[src/segment_intersection_defines.svh]
// Assertion macros for the segment intersection block.
`ifndef SEGMENT_INTERSECTION_DEFINES_SVH
`define SEGMENT_INTERSECTION_DEFINES_SVH
`ifndef SYNTHESIS
`define SI_ASSERT(label, clk, rst, prop, msg) \
   label: assert property (@(posedge clk) disable iff (rst) prop) else $error(msg);
`define SI_ASSERT_NR(label, clk, prop, msg) \
   label: assert property (@(posedge clk) prop) else $error(msg);
`else
`define SI_ASSERT(label, clk, rst, prop, msg)
`define SI_ASSERT_NR(label, clk, prop, msg)
`endif
`endif

[src/segi_div_cell.sv]
`timescale 1ns / 1ps
`default_nettype none
// ----------------------------------------------------------------------------
// Divider cell
// One restoring step for two quotients; registers the partial state.
// ----------------------------------------------------------------------------
module segi_div_cell #(
   parameter int NumWidth = 80,
   parameter int DenWidth = 40,
   parameter int QW = 42,
   parameter int BitIdx = 0,
   parameter int TagWidth = 1
) (
   input  wire logic                clock,
   input  wire logic                reset,
   input  wire logic                stall,
   input  wire logic                v_in,
   input  wire logic [NumWidth-1:0] rx_in,
   input  wire logic [NumWidth-1:0] ry_in,
   input  wire logic [DenWidth-1:0] den_in,
   input  wire logic [QW-1:0]       qx_in,
   input  wire logic [QW-1:0]       qy_in,
   input  wire logic [TagWidth-1:0] tag_in,
   output logic                     v_out,
   output logic [NumWidth-1:0]      rx_out,
   output logic [NumWidth-1:0]      ry_out,
   output logic [DenWidth-1:0]      den_out,
   output logic [QW-1:0]            qx_out,
   output logic [QW-1:0]            qy_out,
   output logic [TagWidth-1:0]      tag_out
);
   logic [NumWidth-1:0] dsh;
   logic                bx, by;

   assign dsh = NumWidth'(den_in) << BitIdx;
   assign bx  = rx_in >= dsh;
   assign by  = ry_in >= dsh;

   always_ff @(posedge clock) begin
      if (reset) begin
         v_out <= 1'b0;
      end else if (!stall) begin
         v_out <= v_in;
      end
      if (!stall) begin
         rx_out  <= bx ? rx_in - dsh : rx_in;
         ry_out  <= by ? ry_in - dsh : ry_in;
         den_out <= den_in;
         qx_out  <= qx_in | (QW'(bx) << BitIdx);
         qy_out  <= qy_in | (QW'(by) << BitIdx);
         tag_out <= tag_in;
      end
   end
endmodule
`default_nettype wire

[config.mk]
export PLATFORM = sky130hd
export DESIGN_NAME = segi_div_cell
export DESIGN_NICKNAME = d
export VERILOG_FILES = /design/src/segment_intersection_defines.svh /design/src/segi_div_cell.sv
export SDC_FILE = /design/constraint.sdc
export NUM_CORES = 1
export LEC_CHECK = 0
export BUFFER_PORTS_ARGS = -buffer_cell sky130_fd_sc_hd__buf_2
export CAP_MARGIN = 25
export CELL_PAD_IN_SITES_DETAIL_PLACEMENT = 0
export CELL_PAD_IN_SITES_GLOBAL_PLACEMENT = 1
export CORE_MARGIN = 1
export CORE_UTILIZATION = 30
export CTS_BUF_LIST = sky130_fd_sc_hd__clkbuf_2
export CTS_CLUSTER_SIZE = 30
export DETAILED_ROUTE_END_ITERATION = 6
export PLACE_DENSITY = 0.64
export SETUP_SLACK_MARGIN = 0.05
export SYNTH_ARGS = -nofsm -noshare
export SYNTH_HDL_FRONTEND = slang
export SYNTH_SLANG_ARGS = --single-unit
[constraint.sdc]
create_clock -name clock -period 8.6 [get_ports clock]
set_input_delay 0 -clock clock [delete_from_list [all_inputs] [get_ports clock]]
set_output_delay 0 -clock clock [all_outputs]
set_load 0.005 [all_outputs]
==> results of run 1 <==
-- cell families after synthesis --
kind of cell / after synthesis / share of synthesized area (%)
and+or+nand+nor: 549 / 16.79
muxes: 1 / 0.06033
AOI/OAI and AO/OA: 378 / 13.76
adders and majority gates: 82 / 6.275
DFF: 286 / 51.70
xor gates and xnor gates: 151 / 7.971
buffers and inverters: 144 / 3.439
-- Yosys cell counts, types with 9 or more instances --
master,instances,area share [%]
edfxtp_1,285,52
a21oi_1,164,4.9
nor2_1,153,3.5
nand2_1,119,2.7
ha_1,80,6.0
xor2_1,78,4.1
xnor2_1,73,3.9
o21ai_0,72,2.2
inv_1,71,1.6
clkbuf_1,53,1.2
nand4_1,49,1.8
nor3_1,40,1.2
a21o_1,33,1.5
nand3_1,33,1.0
nor4_1,31,1.2
nand2b_1,24,0.90
or3_1,22,0.83
buf_2,18,0.54
o21bai_1,18,0.81
a31oi_1,17,0.64
or4_1,12,0.54
a211oi_1,11,0.50
o21a_1,11,0.50
or2_2,10,0.38
o211ai_1,9,0.41
-- stage by stage --
step	std cells	util (%)	worst slack (ps)	area, µm²	hold slack (ps)
after floorplan	1591	-	2479	16590	72.38
after detailed placement	2795	37.05	4050	20100	158.2
after global placement	2795	37.05	4056	20100	158.6
==> key figures, run 1 <==
Synthesis
  – Mapped Cells: 1,591
  – #FFs+latches synth: 286
  – Mapped Nets: 1,962
  – Seq/Total Area, Yosys: 51.70%
  – Async SR Flop Fraction: 0%
  – EDFF count, synth: 285
  – Netlist cell types: 71
  – Synth Warn #: 0
  – Syn Area/Cell: 10.43 µm²
  – Post-Syn Area: 16,590 µm²
  – Prevailing post-synth register cell: edfxtp_1

Clocking
  – Total clock sinks: 286
  – Htree depth: 3
  – Cts hold-fix bufs: 590
  – Bufs on Longest Clock Path: 3
  – Post-CTS sizing: 0
  – CTS root buf: clkbuf_2
  – CTS buffer count: 83
  – Postcts setup bufs: 0

Placement
  – DP Wirelength: 53.28 mm
  – Port bufs: 574
  – RD Place Congestion: 0.8944

Outcome
  – Status: did not finish
  – Stopped at: 4_1_cts
  – Log Error: [ERROR RSZ-0060] Max buffer count reached.

Floorplanning
  – FP Rows: 85
  – Ports: 575
  – Initial core utilization: 30.59%
  – Die Span Y: 237.2 µm
  – Die X-Extent: 237.2 µm
==> run 2, diff against run 1 <==
==> config.mk (replaced) <==
export PLATFORM = sky130hd
export DESIGN_NAME = segi_div_cell
export DESIGN_NICKNAME = d
export VERILOG_FILES = /design/src/segment_intersection_defines.svh /design/src/segi_div_cell.sv
export SDC_FILE = /design/constraint.sdc
export NUM_CORES = 1
export LEC_CHECK = 0
export BUFFER_PORTS_ARGS = -buffer_cell sky130_fd_sc_hd__buf_2
export CAP_MARGIN = 25
export CORE_MARGIN = 1
export CORE_UTILIZATION = 20
export DETAILED_ROUTE_END_ITERATION = 6
export PLACE_DENSITY_LB_ADDON = 0.15
export SYNTH_ARGS = -nofsm -noshare
export SYNTH_HDL_FRONTEND = slang
export SYNTH_SLANG_ARGS = --single-unit
==> run 2 against run 1 <==
The flow now finishes without violations. Synthesized cell count unchanged. Synthesized area is the same.
==> key figures, run 2 <==
Power and ir drop
  – Worst vdd ir: 0.0001071 V
  – Total power: 4.378 mW
  – P_leak: 10.34 nW
  – P per Cell Area: 173.8 nW/µm²

Cells and area
  – Finished Layout Cells: 3,578
  – Largest registers: rx_out (80), ry_out (80)
  – Area Overhead vs Synth: 51.83%
  – Most common cell after layout, fill and taps aside: buf_2
  – Fin nets: 2,848
  – Layout fillers: 8,564
  – Design Area, Final: 25,190 µm²
  – Layout cells sized above 1: 26.98%
  – Most frequent cells in the layout: buf_2, dlygate4sd3_1, edfxtp_1

Clocking
  – Clk Latency, worst-skew pair: 550 ps
  – Postcts setup bufs: 0
  – CTS tree: yes
  – CTS root buf: clkbuf_16
  – CTS buffer count: 39
  – Worst-path clk slew: 60 ps
  – Total clock sinks: 286
  – Htree depth: 2
  – Bufs on Longest Clock Path: 3

GRT
  – Global-route wire length before repair: 108.8 mm
  – Congestion Overflow GR: 0
  – Initial antenna violation count: 12
  – Total GRT Usage: 17.21%
  – Vias in the first global route: 16,582
  – Largest net degree at the start of global routing: 106

Timing
  – Tcrit/Tclk final: 54.12%
  – Worst slew pin tran: 979.3 ps
  – Peak Freq: 0.2149 GHz
  – Max-slew violations: 0
  – Hold Vio Cnt, Final: 0
  – Clock Skew: 0 ps
  – Fin Hold WS: 50.84 ps
  – Setup TNS Final: 0 ps
  – RSZ-0062 raised after global routing: false
  – Min Tclk post-route: 4654 ps
  – Final Setup Violations: 0
  – Relative slew slack: 34.71%

Drt
  – ANT nets after route: 0
  – Residual DRC count: 0
  – Total number of vias: 15,933
  – Wirelength per Cell: 20.80 µm
  – Routed vias/inst: 4.453
  – DRT iter0 DRCs: 921
  – WL final: 74.42 mm
  – DR pass1 iterations: 5

Outcome
  – Status: finished, final reports clean

Synthesis
  – Syn Area/Cell: 10.43 µm²
  – Mapped Nets: 1,962
  – Prevailing post-synth register cell: edfxtp_1
  – Post-Syn Area: 16,590 µm²
  – Count leader, synth: edfxtp_1
  – Seq/Total Area, Yosys: 51.70%
  – #FFs+latches synth: 286
  – Mapped Cells: 1,591
  – Async SR Flop Fraction: 0%
  – Post-synth top area share: 51.58%
  – EDFF count, synth: 285
  – Top cells by count, synth: edfxtp_1, a21oi_1, nor2_1, nand2_1, ha_1
  – Top cells by area, synth: edfxtp_1, ha_1, a21oi_1, xor2_1, xnor2_1
  – Synth Warn #: 0
  – Synth area leader: edfxtp_1
  – Netlist cell types: 71

Critical path
  – Crit-path max cell delay: 760 ps
  – Startpoint Class: input pin
  – Worst path cell trace: dlygate4sd3_1 -> buf_2 -> inv_1 -> ha_1 -> a21oi_1 -> o21ai_0 -> a31oi_1 -> a21oi_1 -> a211oi_1 -> and2_1 -> a211oi_2 -> nand3_1 -> xnor2_1 -> dlygate4sd3_1
  – Worst Path Buf+Inv: 4
  – Required time worst endpoint: 8920 ps
  – Critical Path Fanout Max: 15
  – Slowest cell on crit path: and2_1
  – Cell family with most CP delay: compound AO/OA/AOI/OAI gates
  – Worst path arrival time: 4970 ps
  – Crit Path Category: input pin to flop
  – CP endpoint kind: flop

Floorplanning
  – Initial core utilization: 20.21%
  – Die area: 84,110 µm²
  – FP Rows: 105
  – Die X-Extent: 290.0 µm
  – Die Span Y: 290.0 µm
  – Core area: 82,110 µm²
  – Ports: 575

Placement
  – RD Place Congestion: 0.8901
  – Placed cell areas: 20,580 µm²
  – Dpl cells: 3,172
  – DP Wirelength: 59.23 mm
  – Port bufs: 574

Job
  – MaxCap Viol Count: 0

Worst hold path
  – Hold Path Class: input pin to flop
## run 2: cell counts after synthesis
No cell type changed its count.
## run 2: worst paths after layout
check / from / slack [ps] / depth (start not counted) / end
setup / recovery: den_in[11] / 3950 / 14 / rx_out[78]$_DFFE_PN_
hold / removal: stall / 50 / 2 / qy_out[0]$_DFFE_PN_
setup reg to reg: v_out$_SDFFE_PP0N_ / 7470 / 3 / v_out$_SDFFE_PP0N_
hold reg to reg: v_out$_SDFFE_PP0N_ / 1030 / 3 / v_out$_SDFFE_PP0N_
## run 2: timing repair
action | in CTS | in global routing
gates resized for setup | 0 | 0
hold buffers | 332 | 0
hold endpoints to repair | 286 | 0
## run 2: kinds of logic after synthesis
family                   after synthesis  synth area share, %
AND/OR/NAND/NOR                      549                16.79
AO/OA/AOI/OAI                        378                13.76
flip-flops                           286                51.70
XOR/XNOR                             151                7.971
buffers and inverters                144                3.439
adder cells (fa/ha/maj)               82                6.275
multiplexers                           1              0.06033
## run 2: stage by stage
| stage | setup slack [ps] | utilization [%] |
|---|---|---|
| final | 3946 | 30.68 |
| after global routing | 3651 | 30.68 |
| after CTS | 4019 | 30.66 |
| after detailed placement | 4481 | 25.07 |
| after global placement | 4346 | 25.06 |
| after floorplan | 2479 | - |
## run 2: cell type report
cell class | instances | area [µm²] | area share (%)
diodes | 2 | 5.005 | 0.01987
clock buffers | 40 | 979.7 | 3.889
clock inverters | 30 | 286.5 | 1.137
inverters | 71 | 274.0 | 1.088
multi-input cells | 1161 | 7447 | 29.56
flip-flops and latches | 286 | 8578 | 34.05
well taps | 1070 | 1339 | 5.315
repair buffers | 918 | 6281 | 24.93
## run 2: report_power, final
part	total [mW]	switching, mW	internal, mW
clock	1.63	0.697	0.934
combinational	0.991	0.555	0.436
sequential	1.76	0.0415	1.71
total	4.38	1.29	3.08
## run 2: per-layer routing
metal / up-vias / global-route usage, % / wire [µm]
met2: 506 / 30.23 / 36810
met1: 7657 / 20.98 / 31510
met4: 14 / 4.100 / 1475
met3: 84 / 4.243 / 4535
li1: 7672 / - / -
met5: - / 0 / 96
Note: power is estimated with default switching activity, not from simulation.
